==> src/rtl/core/bitmap_extent_page_allocator_defines.svh <==
// Assertion helpers for the page allocator
`ifndef BITMAP_EXTENT_PAGE_ALLOCATOR_DEFINES_SVH
`define BITMAP_EXTENT_PAGE_ALLOCATOR_DEFINES_SVH

// same-cycle implication, checked outside reset
`define BEP_ASSERT_NOW(label, clk, rst, ante, cons) \
  label: assert property (@(posedge clk) disable iff (rst) (ante) |-> (cons)) \
    else $error("allocator check failed");

// next-cycle implication, checked outside reset
`define BEP_ASSERT_NEXT(label, clk, rst, ante, cons) \
  label: assert property (@(posedge clk) disable iff (rst) (ante) |=> (cons)) \
    else $error("allocator check failed");

`endif

==> src/rtl/core/bep_ram.sv <==
module bep_ram #(
  parameter int WIDTH = 8,
  parameter int DEPTH = 16
) (
  input  logic                     clk,
  input  logic                     we,
  input  logic [$clog2(DEPTH)-1:0] waddr,
  input  logic [WIDTH-1:0]         wdata,
  input  logic                     re,
  input  logic [$clog2(DEPTH)-1:0] raddr,
  output logic [WIDTH-1:0]         rdata
);

  logic [WIDTH-1:0] mem [DEPTH];

  always_ff @(posedge clk) begin
    if (we) begin
      mem[waddr] <= wdata;
    end
    if (re) begin
      rdata <= mem[raddr];
    end
  end

endmodule

==> config.mk <==
export PLATFORM = sky130hd
export DESIGN_NAME = bep_ram
export DESIGN_NICKNAME = d
export VERILOG_FILES = /design/src/rtl/core/bitmap_extent_page_allocator_defines.svh /design/src/rtl/core/bep_ram.sv
export SDC_FILE = /design/constraint.sdc
export NUM_CORES = 1
export LEC_CHECK = 0
export ABC_AREA = 1
export BUFFER_PORTS_ARGS = -buffer_cell sky130_fd_sc_hd__buf_2
export CORE_MARGIN = 5
export CORE_UTILIZATION = 29
export DETAILED_ROUTE_END_ITERATION = 10
export GPL_ROUTABILITY_DRIVEN = 1
export MAX_ROUTING_LAYER = met4
export PLACE_DENSITY = 0.5
export SLEW_MARGIN = 20
export SYNTH_ARGS = -nofsm -noshare
export SYNTH_HDL_FRONTEND = slang
export SYNTH_SLANG_ARGS = --single-unit
==> constraint.sdc <==
create_clock -name clk -period 2.31 [get_ports clk]
set_input_delay 0.462 -clock clk [delete_from_list [all_inputs] [get_ports clk]]
set_output_delay 0.462 -clock clk [all_outputs]
set_load 0.01 [all_outputs]
# Word-level counts from Yosys, hierarchy flattened

Memories as Yosys holds them, arrays and structs flattened. A register that Yosys moved wholly into a read port is not among the register bits.
Index checks and enable logic that the tools add are counted.

Mux-type cells: 2

Operators with widths:

| operator | count |
|---|---|
| $mux 1   | 2 |

Word-level logic and storage cells: 3
RAM bits: 128
Output and inout bits: 8
Memories kept: 1
Input bits: 19
Bits in registers: 0

Memories:

| memory | depth | width | rd ports | clocked after Yosys merged registers in | wr ports | line          | text |
|---|---|---|---|---|---|---|---|
| mem    | 16    | 8     | 1        | 1                                       | 1        | bep_ram.sv:14 | `logic [WIDTH-1:0] mem [DEPTH];` |

# Depth between registers and ports, before layout

Gate-level depths: netlist of run 1.

Depth in word-level cells: 2
Depth in mapped cells: 8
Gate-level depth less buffers: 7

# Least setup slack after synthesis of run 1

No wires, ideal clock.

Path kind: input port to flip-flop
Start: in waddr[2]
End: mem mem[10][0], enable pin
Arrival: 1.043 ns
Data required time: 1.940 ns
Setup time: 0.370 ns
Buffers on the path: 0
Path slack: 0.897 ns
Stages on the path: 2
Path through: nand3b_1 nor2_1

RTL lines:

| what               | line          | text |
|---|---|---|
| start: declaration | bep_ram.sv:7  | `input logic [$clog2(DEPTH)-1:0] waddr,` |
| end: declaration   | bep_ram.sv:14 |  |

Straight into the memory's write port.

==> results of run 1 <==
registers in the layout (all words and copies together) (netlist names):
signal	flops
mem	128
rdata	8
cell usage after synthesis:
library cell  count
buf_2            13
edfxtp_1        136
nand3b_1          2
inv_2             2
inv_1           100
nand2_1         173
buf_6             6
nor2_1           17
nand3_1          97
buf_4             4
buf_1             1
final cells by class:
type                       instances  share of cell area [%]
timing repair buffer              47                    4.55
sequential                       136                    59.4
inverter                         102                    5.57
multi-input combinational        289                    17.6
clock buffer                      18                    6.24
clock inverter                    14                    1.66
tap                              270                    4.91
antenna                            2                  0.0728
critical path, cell delays in order:
cell     delay (ps)
buf_2           100
buf_4           560
nand2_1         120
nand3_1         100
nand3_1         120
nand3_1         200
nand2_1          80
kinds of logic after synthesis:
group,after synthesis,synth area share [%]
and+or+nand+nor,289,20.8
DFF,136,69.8
buffers and inverters,126,9.39
power groups by stage:
stage	sequential, mW	combinational [mW]	clock (mW)
3_5_place_dp	2.85	0.351	0
6_report	2.80	0.345	2.50
5_1_grt	2.80	0.387	2.66
3_3_place_gp	2.85	0.349	0
4_1_cts	2.80	0.352	2.55
2_1_floorplan	2.85	0.195	0
worst min path at each step:
stage	from	to	slack, ps
floorplan	wdata[0]	mem[0][0]	560
finish	re	rdata[2]	440
CTS	re	rdata[2]	410
global placement	mem[12][2]	rdata[2]	730
global route	re	rdata[2]	410
detailed placement	mem[12][2]	rdata[2]	740
layer usage:
layer / vias to the layer above / GRT usage [%] / routed length, um / part of all wire [%]
met2: 128 / 19.9 / 6950 / 48
li1: 1868 / - / - / -
met4: 0 / 4.49 / 190 / 1.3
met1: 1907 / 17.1 / 6480 / 45
met3: 15 / 3.67 / 914 / 6.3
met5: - / - / 0 / 0
==> results.yml, run 1 <==
outcome:
  outcome: "finished, final reports clean"
sta:
  final-max-slew-violation-count: 0
  tightest_slew_ps: 705
  fin_worst_skew_ps: 4.70
  fin_ws_ps: 714
  setup_viol: 0
  fin_crit_ps: 1600
  fmax_mhz: 627
  slew_headroom_pct: 53.0
  tns_ps: 0
  finalCritPeriodShare_pct: 69.1
  whs_ps: 437
  rsz0062_at_grt: "false"
  hold_viol_final: 0
power_and_ir_drop:
  seq_power_share_pct: 49.6
  p_int_mw: 4.43
  p_comb_share_pct: 6.1
  power_switching_share_pct: 21.6
  clockPowerShare_pct: 44.3
  p_leak_nw: 2.92
  cellPowerDensity_nw_per_um2: 821
  p_sw_mw: 1.22
  power.total_mw: 5.65
  ir_drop_mv: 0.452
logic_synthesis:
  synth_cells: 551
  synth.net_count: 570
  synth_top_area_cell: "edfxtp_1"
  yosysSeqAreaShare_pct: 69.8
  synth_seq_cells: 136
  yosysWarnings: 0
  synthDominantCellAreaShare_pct: 69.8
  ys_top_cells_by_area: "edfxtp_1 70%, nand2_1 11%, nand3_1 8.3%, inv_1 6.4%, buf_6 1.2%"
  syn_area_per_cell_sq_um: 10.6
  synth_area_sq_um: 5850
  ys_types: 11
grt:
  grt_pass1_vias: 3724
  grt_start_max_net_pins: 65
  grtUsageTotal_pct: 13.2
  antenna_found_initial: 1
  grt_first_pass_wirelength_mm: 22.2
  globalRouteOverflowTotal: 0
final_layout:
  final_common_cell: "nand2_1"
  final_cell_mix: "173 x nand2_1, 136 x edfxtp_1, 100 x inv_1"
  layout-drive-gt1-share_pct: 12.4
  final_nets: 612
  area_growth_syn_to_layout_pct: 17.7
  fill_cells: 2051
  regArea_sq_um: 4080
  fin_util_pct: 34.3
  final_cells: 878
  multi_input_area_sq_um: 1210
  design_area_sq_um: 6880
worst_setup_path:
  reg2regPathDepth: 6
  critPathMaxFanout: 64
  endpoint_kind: "register"
  r2r_start: "mem[1][7]"
  r2r-end: "rdata[7]"
  required_ps: 2470
  ff2ff_setup_slack_ps: 1100
  startpoint_type: "input port"
  crit_path_end: "rdata[7]"
  cp-startpoint: "raddr[0]"
  arrival_ps: 1760
  crit_type: "in -> reg"
clocking:
  cts.sinks: 136
  clock_path_buffers: 2
  cts_post_setup_buffers_inserted: 0
  ctsResizeCount: 0
  hold_buffers: 0
  cts.clk_slew.worst_paths_ps: 50
  worstSkewPairLatency_ps: 410
  cts_root_buf: "clkbuf_16"
  cts_buffers: 17
  htree_num_levels: 4
  cts_tree: "done"
detailed_routing:
  via_count: 3918
  ant_nets: 0
  vias_per_cell: 4.46
  dr.first_iter.drc_count: 285
  drc: 0
  drtPass1Iterations: 6
  post_drt_wl_per_cell_um: 16.6
  totalWireLength_mm: 14.5
floorplanning:
  dieWidth_um: 152
  coreArea_sq_um: 20000
  start_util_pct: 29.2
  rows: 52
  dieArea_sq_um: 23100
  io_pins: 27
  die_y_um: 152
worst_hold_path:
  min_path_cells: 1
  hold_class: "in -> reg"
placement:
  dp_hpwl_mm: 9.27
  portBuffers: 26
  placed_cell_area_sq_um: 6330
  pre_cts_slack_ps: 254
  place_inst: 844
  place.gp.congestion: 0.828
flow_run:
  cap_violations: 0
Power figures use the tool's default switching activity.
==> run 2, diff against run 1 <==
--- a/config.mk
+++ b/config.mk
@@ -5,7 +5,7 @@
 export SDC_FILE = /design/constraint.sdc
 export NUM_CORES = 1
 export LEC_CHECK = 0
-export ABC_AREA = 1
+export ABC_AREA = 0
 export BUFFER_PORTS_ARGS = -buffer_cell sky130_fd_sc_hd__buf_2
 export CORE_MARGIN = 5
 export CORE_UTILIZATION = 29
==> constraint.sdc (replaced) <==
create_clock -name clk -period 1.7 [get_ports clk]
set_input_delay 0.34 -clock clk [delete_from_list [all_inputs] [get_ports clk]]
set_output_delay 0.34 -clock clk [all_outputs]
set_load 0.01 [all_outputs]
==> run 2 against run 1 <==
  * Non-clock buffer count increased by 7
  * Combinational power increased by 11%
  * Final cell count shrank 39%
  * Setup slack worse by 610 ps
  * Critical path depth shrank 4
  * Area after synthesis shrank 11%
  * Via count shrank 36%
  * Wire length decreased by 24%
  * First-iteration DRC count shrank 26%
  * Sequential power grew 36%
  * Sequential cell count unchanged
  * Register-to-register slack got worse by 1000 ps
  * Largest power group unchanged
==> results.yml, run 2 <==
outcome:
  outcome: "finished, final reports clean"
final_layout:
  final_common_cell: "edfxtp_1"
  largest-register: "mem"
  antenna_cells: 0
  final_cell_mix: "136 x edfxtp_1, 26 x buf_2, 24 x buf_4"
  layout-drive-gt1-share_pct: 33.8
  area_growth_syn_to_layout_pct: 23.0
  final_nets: 311
  reg_top3: "mem (128), rdata (8)"
  fin_util_pct: 36.0
  largest_reg_flops: 128
logic_synthesis:
  ys_top_cells_by_area: "edfxtp_1 78%, mux4_2 7.8%, mux4_1 7.0%, a22oi_1 2.3%, nor2_1 0.93%"
  yosysWarnings: 0
  synthDominantCellAreaShare_pct: 78.1
  synth_top_area_cell: "edfxtp_1"
  syn_area_per_cell_sq_um: 22.8
  synth_seq_cells: 136
  synth_common_cells: "136 x edfxtp_1, 18 x mux4_2, 16 x a22oi_1"
  synth_area_sq_um: 5230
  synth_cells: 229
  synth.most_common_cell: "edfxtp_1"
  synth.net_count: 248
  ys_types: 18
  synth_edf_count: 136
  synthArstFlopShare_pct: 0
  ys.flop_type: "edfxtp_1"
  yosysSeqAreaShare_pct: 78.1
power_and_ir_drop:
  clockPowerShare_pct: 47.3
  power_switching_share_pct: 19.8
  p_sw_mw: 1.57
  p_comb_share_pct: 4.8
  cellPowerDensity_nw_per_um2: 1230
  seq_power_share_pct: 47.8
  p_leak_nw: 2.17
  p_int_mw: 6.37
  ir_drop_mv: 1.01
flow_run:
  cap_violations: 0
worst_setup_path:
  critPathMaxFanout: 1
  startpoint_type: "register"
  endpoint_kind: "register"
  required_ps: 1860
  arrival_ps: 1760
  crit_type: "reg -> reg"
clocking:
  hold_buffers: 0
  cts_root_buf: "clkbuf_16"
  cts_buffers: 17
  htree_num_levels: 4
  cts_post_setup_buffers_inserted: 0
  worstSkewPairLatency_ps: 420
  cts.clk_slew.worst_paths_ps: 60
  cts.sinks: 136
  cts_tree: "done"
  ctsResizeCount: 0
  clock_path_buffers: 2
floorplanning:
  die_y_um: 144
  dieArea_sq_um: 20800
  rows: 49
  dieWidth_um: 144
  start_util_pct: 29.3
  coreArea_sq_um: 17800
  io_pins: 27
detailed_routing:
  vias_per_cell: 4.73
  totalWireLength_mm: 11.0
  dr.first_iter.drc_count: 211
  top_layer: "met4"
  post_drt_wl_per_cell_um: 20.6
  ant_nets: 0
  wl_met1_mm: 5.35
  drtPass1Iterations: 4
  dr_wl_met2_mm: 4.97
  drc: 0
  via_count: 2524
  wl_met3_um: 581
sta:
  tns_ps: 0
  final-max-slew-violation-count: 0
  fin_worst_skew_ps: 4.32
  fin_crit_ps: 1600
  rsz0062_at_grt: "false"
  tightest_slew_ps: 798
  finalCritPeriodShare_pct: 94.1
  fmax_mhz: 625
  slew_headroom_pct: 46.7
  hold_viol_final: 0
  setup_viol: 0
grt:
  grt_start_max_net_pins: 22
  grt_first_pass_wirelength_mm: 16.8
  grtUsageTotal_pct: 11.9
  grt_pass1_vias: 2618
  globalRouteOverflowTotal: 0
  antenna_found_initial: 0
placement:
  place.gp.congestion: 0.731
  portBuffers: 26
  dp_hpwl_mm: 7.20
worst_hold_path:
  hold_class: "in -> reg"
## run 2: stage by stage
step / std cells / hold slack (ps) / setup WS [ps] / cell area (sq um) / total power, mW
after floorplan: 229 / 439 / 77.6 / 5230 / 4.06
after CTS: 534 / 287 / 120 / 6430 / 8.03
after global placement: 502 / 727 / -278 / 5820 / 4.25
after detailed placement: 502 / 733 / -262 / 5820 / 4.26
after global routing: 534 / 289 / 68.3 / 6430 / 8.22
final: 534 / 299 / 100 / 6430 / 7.94
## run 2: cell type report
cell class	instances	area, sq um
Clock buffer	17	425
Clock inverter	15	183
Fill cell	1624	11400
Multi-Input combinational cell	83	1060
Sequential cell	136	4080
Tap cell	229	287
Timing Repair Buffer	54	390
## run 2: power by group through the flow
| stage | registers, mW | clock network [mW] | logic (mW) |
|---|---|---|---|
| final | 3.80 | 3.76 | 0.383 |
| after global routing | 3.80 | 4.00 | 0.419 |
| after CTS | 3.80 | 3.83 | 0.393 |
| after detailed placement | 3.87 | 0 | 0.390 |
| after global placement | 3.87 | 0 | 0.386 |
| after floorplan | 3.87 | 0 | 0.191 |
## run 2: critical path: stages, from the launching register on
cell      delay [ps]
edfxtp_1         350
mux4_1           570
a22oi_1          320
nand2_1          100
## run 2: worst paths after layout
path                    from       end  slack [ps]  cells past startpoint
setup / recovery   mem[5][2]  rdata[2]         100                      3
hold / removal            re  rdata[0]         300                      1
setup reg to reg   mem[5][2]  rdata[2]         100                      3
hold reg to reg   mem[15][3]  rdata[3]         740                      3
## run 2: logic make-up after synthesis
group,synth area share (%)
flops,78.1
simple gates,3.14
buf+inv,1.65
mux,14.8
compound gates,2.30
## run 2: layer usage
metal	vias to the layer above	track usage (%)
li1	1114	-
met1	1326	16.3
met2	69	16.7
met3	15	3.51
met4	0	4.42
met5	-	-
==> run 3, diff against run 2 <==
--- a/config.mk
+++ b/config.mk
@@ -7,12 +7,13 @@
 export LEC_CHECK = 0
 export ABC_AREA = 0
 export BUFFER_PORTS_ARGS = -buffer_cell sky130_fd_sc_hd__buf_2
+export CAP_MARGIN = 20
 export CORE_MARGIN = 5
-export CORE_UTILIZATION = 29
+export CORE_UTILIZATION = 55
 export DETAILED_ROUTE_END_ITERATION = 10
 export GPL_ROUTABILITY_DRIVEN = 1
 export MAX_ROUTING_LAYER = met4
-export PLACE_DENSITY = 0.5
+export PLACE_DENSITY = 0.79
 export SLEW_MARGIN = 20
 export SYNTH_ARGS = -nofsm -noshare
 export SYNTH_HDL_FRONTEND = slang
==> run 3 against run 2 <==
  * Utilization increased by 31 points
  * Register-to-register slack improved by 20 ps
  * Critical endpoint is now rdata[0]
  * Design area decreased by 4.0%
  * Critical path type unchanged
==> results.yml, run 3 (synthesized netlist as in run 2, its figures left out) <==
worst_hold_path:
  min_path_cells: 1
  hold_class: "in -> reg"
placement:
  place.gp.congestion: 0.760
  dp_hpwl_mm: 6.20
  portBuffers: 26
  placed_cell_area_sq_um: 5640
final_layout:
  largest_reg_flops: 128
  area_growth_syn_to_layout_pct: 18.0
  design_area_sq_um: 6170
  final_nets: 305
  layout-drive-gt1-share_pct: 31.3
  antenna_cells: 0
  final_common_cell: "edfxtp_1"
  largest-register: "mem"
  final_cell_mix: "136 x edfxtp_1, 26 x buf_2, 19 x buf_4"
  reg_top3: "mem (128), rdata (8)"
detailed_routing:
  post_drt_wl_per_cell_um: 23.3
  ant_nets: 0
  drc: 0
  totalWireLength_mm: 9.92
  dr.first_iter.drc_count: 245
  drtPass1Iterations: 4
  via_count: 2439
  vias_per_cell: 5.73
power_and_ir_drop:
  p_sw_mw: 1.44
  p_int_mw: 5.98
  seq_power_share_pct: 51.3
  power.total_mw: 7.42
  clockPowerShare_pct: 43.9
  cellPowerDensity_nw_per_um2: 1200
  p_leak_nw: 2.09
  p_comb_share_pct: 4.8
  power_switching_share_pct: 19.4
  ir_drop_mv: 0.659
clocking:
  clock_path_buffers: 2
  cts_root_buf: "clkbuf_8"
  cts_post_setup_buffers_inserted: 0
  cts_buffers: 17
  ctsResizeCount: 0
  cts.sinks: 136
  worstSkewPairLatency_ps: 500
  cts_tree: "done"
  hold_buffers: 0
  htree_num_levels: 4
  cts.clk_slew.worst_paths_ps: 60
grt:
  antenna_found_initial: 0
  grt_first_pass_wirelength_mm: 15.2
  grtUsageTotal_pct: 19.7
  grt_pass1_vias: 2582
  grt_start_max_net_pins: 17
  globalRouteOverflowTotal: 0
floorplanning:
  coreArea_sq_um: 9240
  die_y_um: 107
  io_pins: 27
  dieWidth_um: 107
  dieArea_sq_um: 11600
  start_util_pct: 56.6
  rows: 35
worst_setup_path:
  crit_type: "reg -> reg"
  required_ps: 1930
  endpoint_kind: "register"
  startpoint_type: "register"
  reg2regPathDepth: 3
  critPathMaxFanout: 1
  arrival_ps: 1810
sta:
  whs_ps: 219
  finalCritPeriodShare_pct: 92.9
  setup_viol: 0
  hold_viol_final: 0
  fmax_mhz: 633
  fin_crit_ps: 1580
  rsz0062_at_grt: "false"
  final-max-slew-violation-count: 0
  slew_headroom_pct: 50.1
  fin_worst_skew_ps: 7.11
  tightest_slew_ps: 748
outcome:
  outcome: "finished, final reports clean"
flow_run:
  cap_violations: 0
## run 3: worst paths after layout
kind         slack (ps)        from          to
max reg2reg         120   mem[3][0]    rdata[0]
min                 220    wdata[1]  mem[12][1]
max                 120   mem[3][0]    rdata[0]
min reg2reg         770  mem[14][2]    rdata[2]
## run 3: worst max-delay path, stage by stage (launching register included)
cell and delay (ps):
edfxtp_1 410, mux4_1 490, a22oi_1 290, nand2_1 130
## run 3: through the flow
| step | TNS, ps | worst slack (ps) | util [%] | instances |
|---|---|---|---|---|
| after CTS | 0 | 76.7 | 66.8 | 426 |
| after floorplan | 0 | 77.6 | - | 229 |
| after global routing | 0 | 51.7 | 66.8 | 426 |
| after global placement | -1160 | -204 | 61.0 | 396 |
| after detailed placement | -1270 | -237 | 61.0 | 396 |
| final | 0 | 120 | 66.8 | 426 |
## run 3: power by group through the flow
stage               Sequential (mW)  Clock, mW  Combinational [mW]
floorplan                      3.87          0               0.191
global placement               3.87          0               0.348
detailed placement             3.87          0               0.358
CTS                            3.80       3.31               0.362
global route                   3.81       3.51               0.385
finish                         3.80       3.26               0.356
## run 3: final cells by class
class | count | area [sq um]
Clock buffer | 19 | 422
Clock inverter | 11 | 109
Fill cell | 570 | 3070
Multi-Input combinational cell | 83 | 1060
Sequential cell | 136 | 4080
Tap cell | 129 | 161
Timing Repair Buffer | 48 | 333
## run 3: metal layers
metal	up-vias	share of wire, %	track usage, %
met3	6	7.5	5.04
met4	0	0.88	5.95
met1	1253	40	25.9
met5	-	0	-
li1	1094	-	-
met2	86	51	30.7
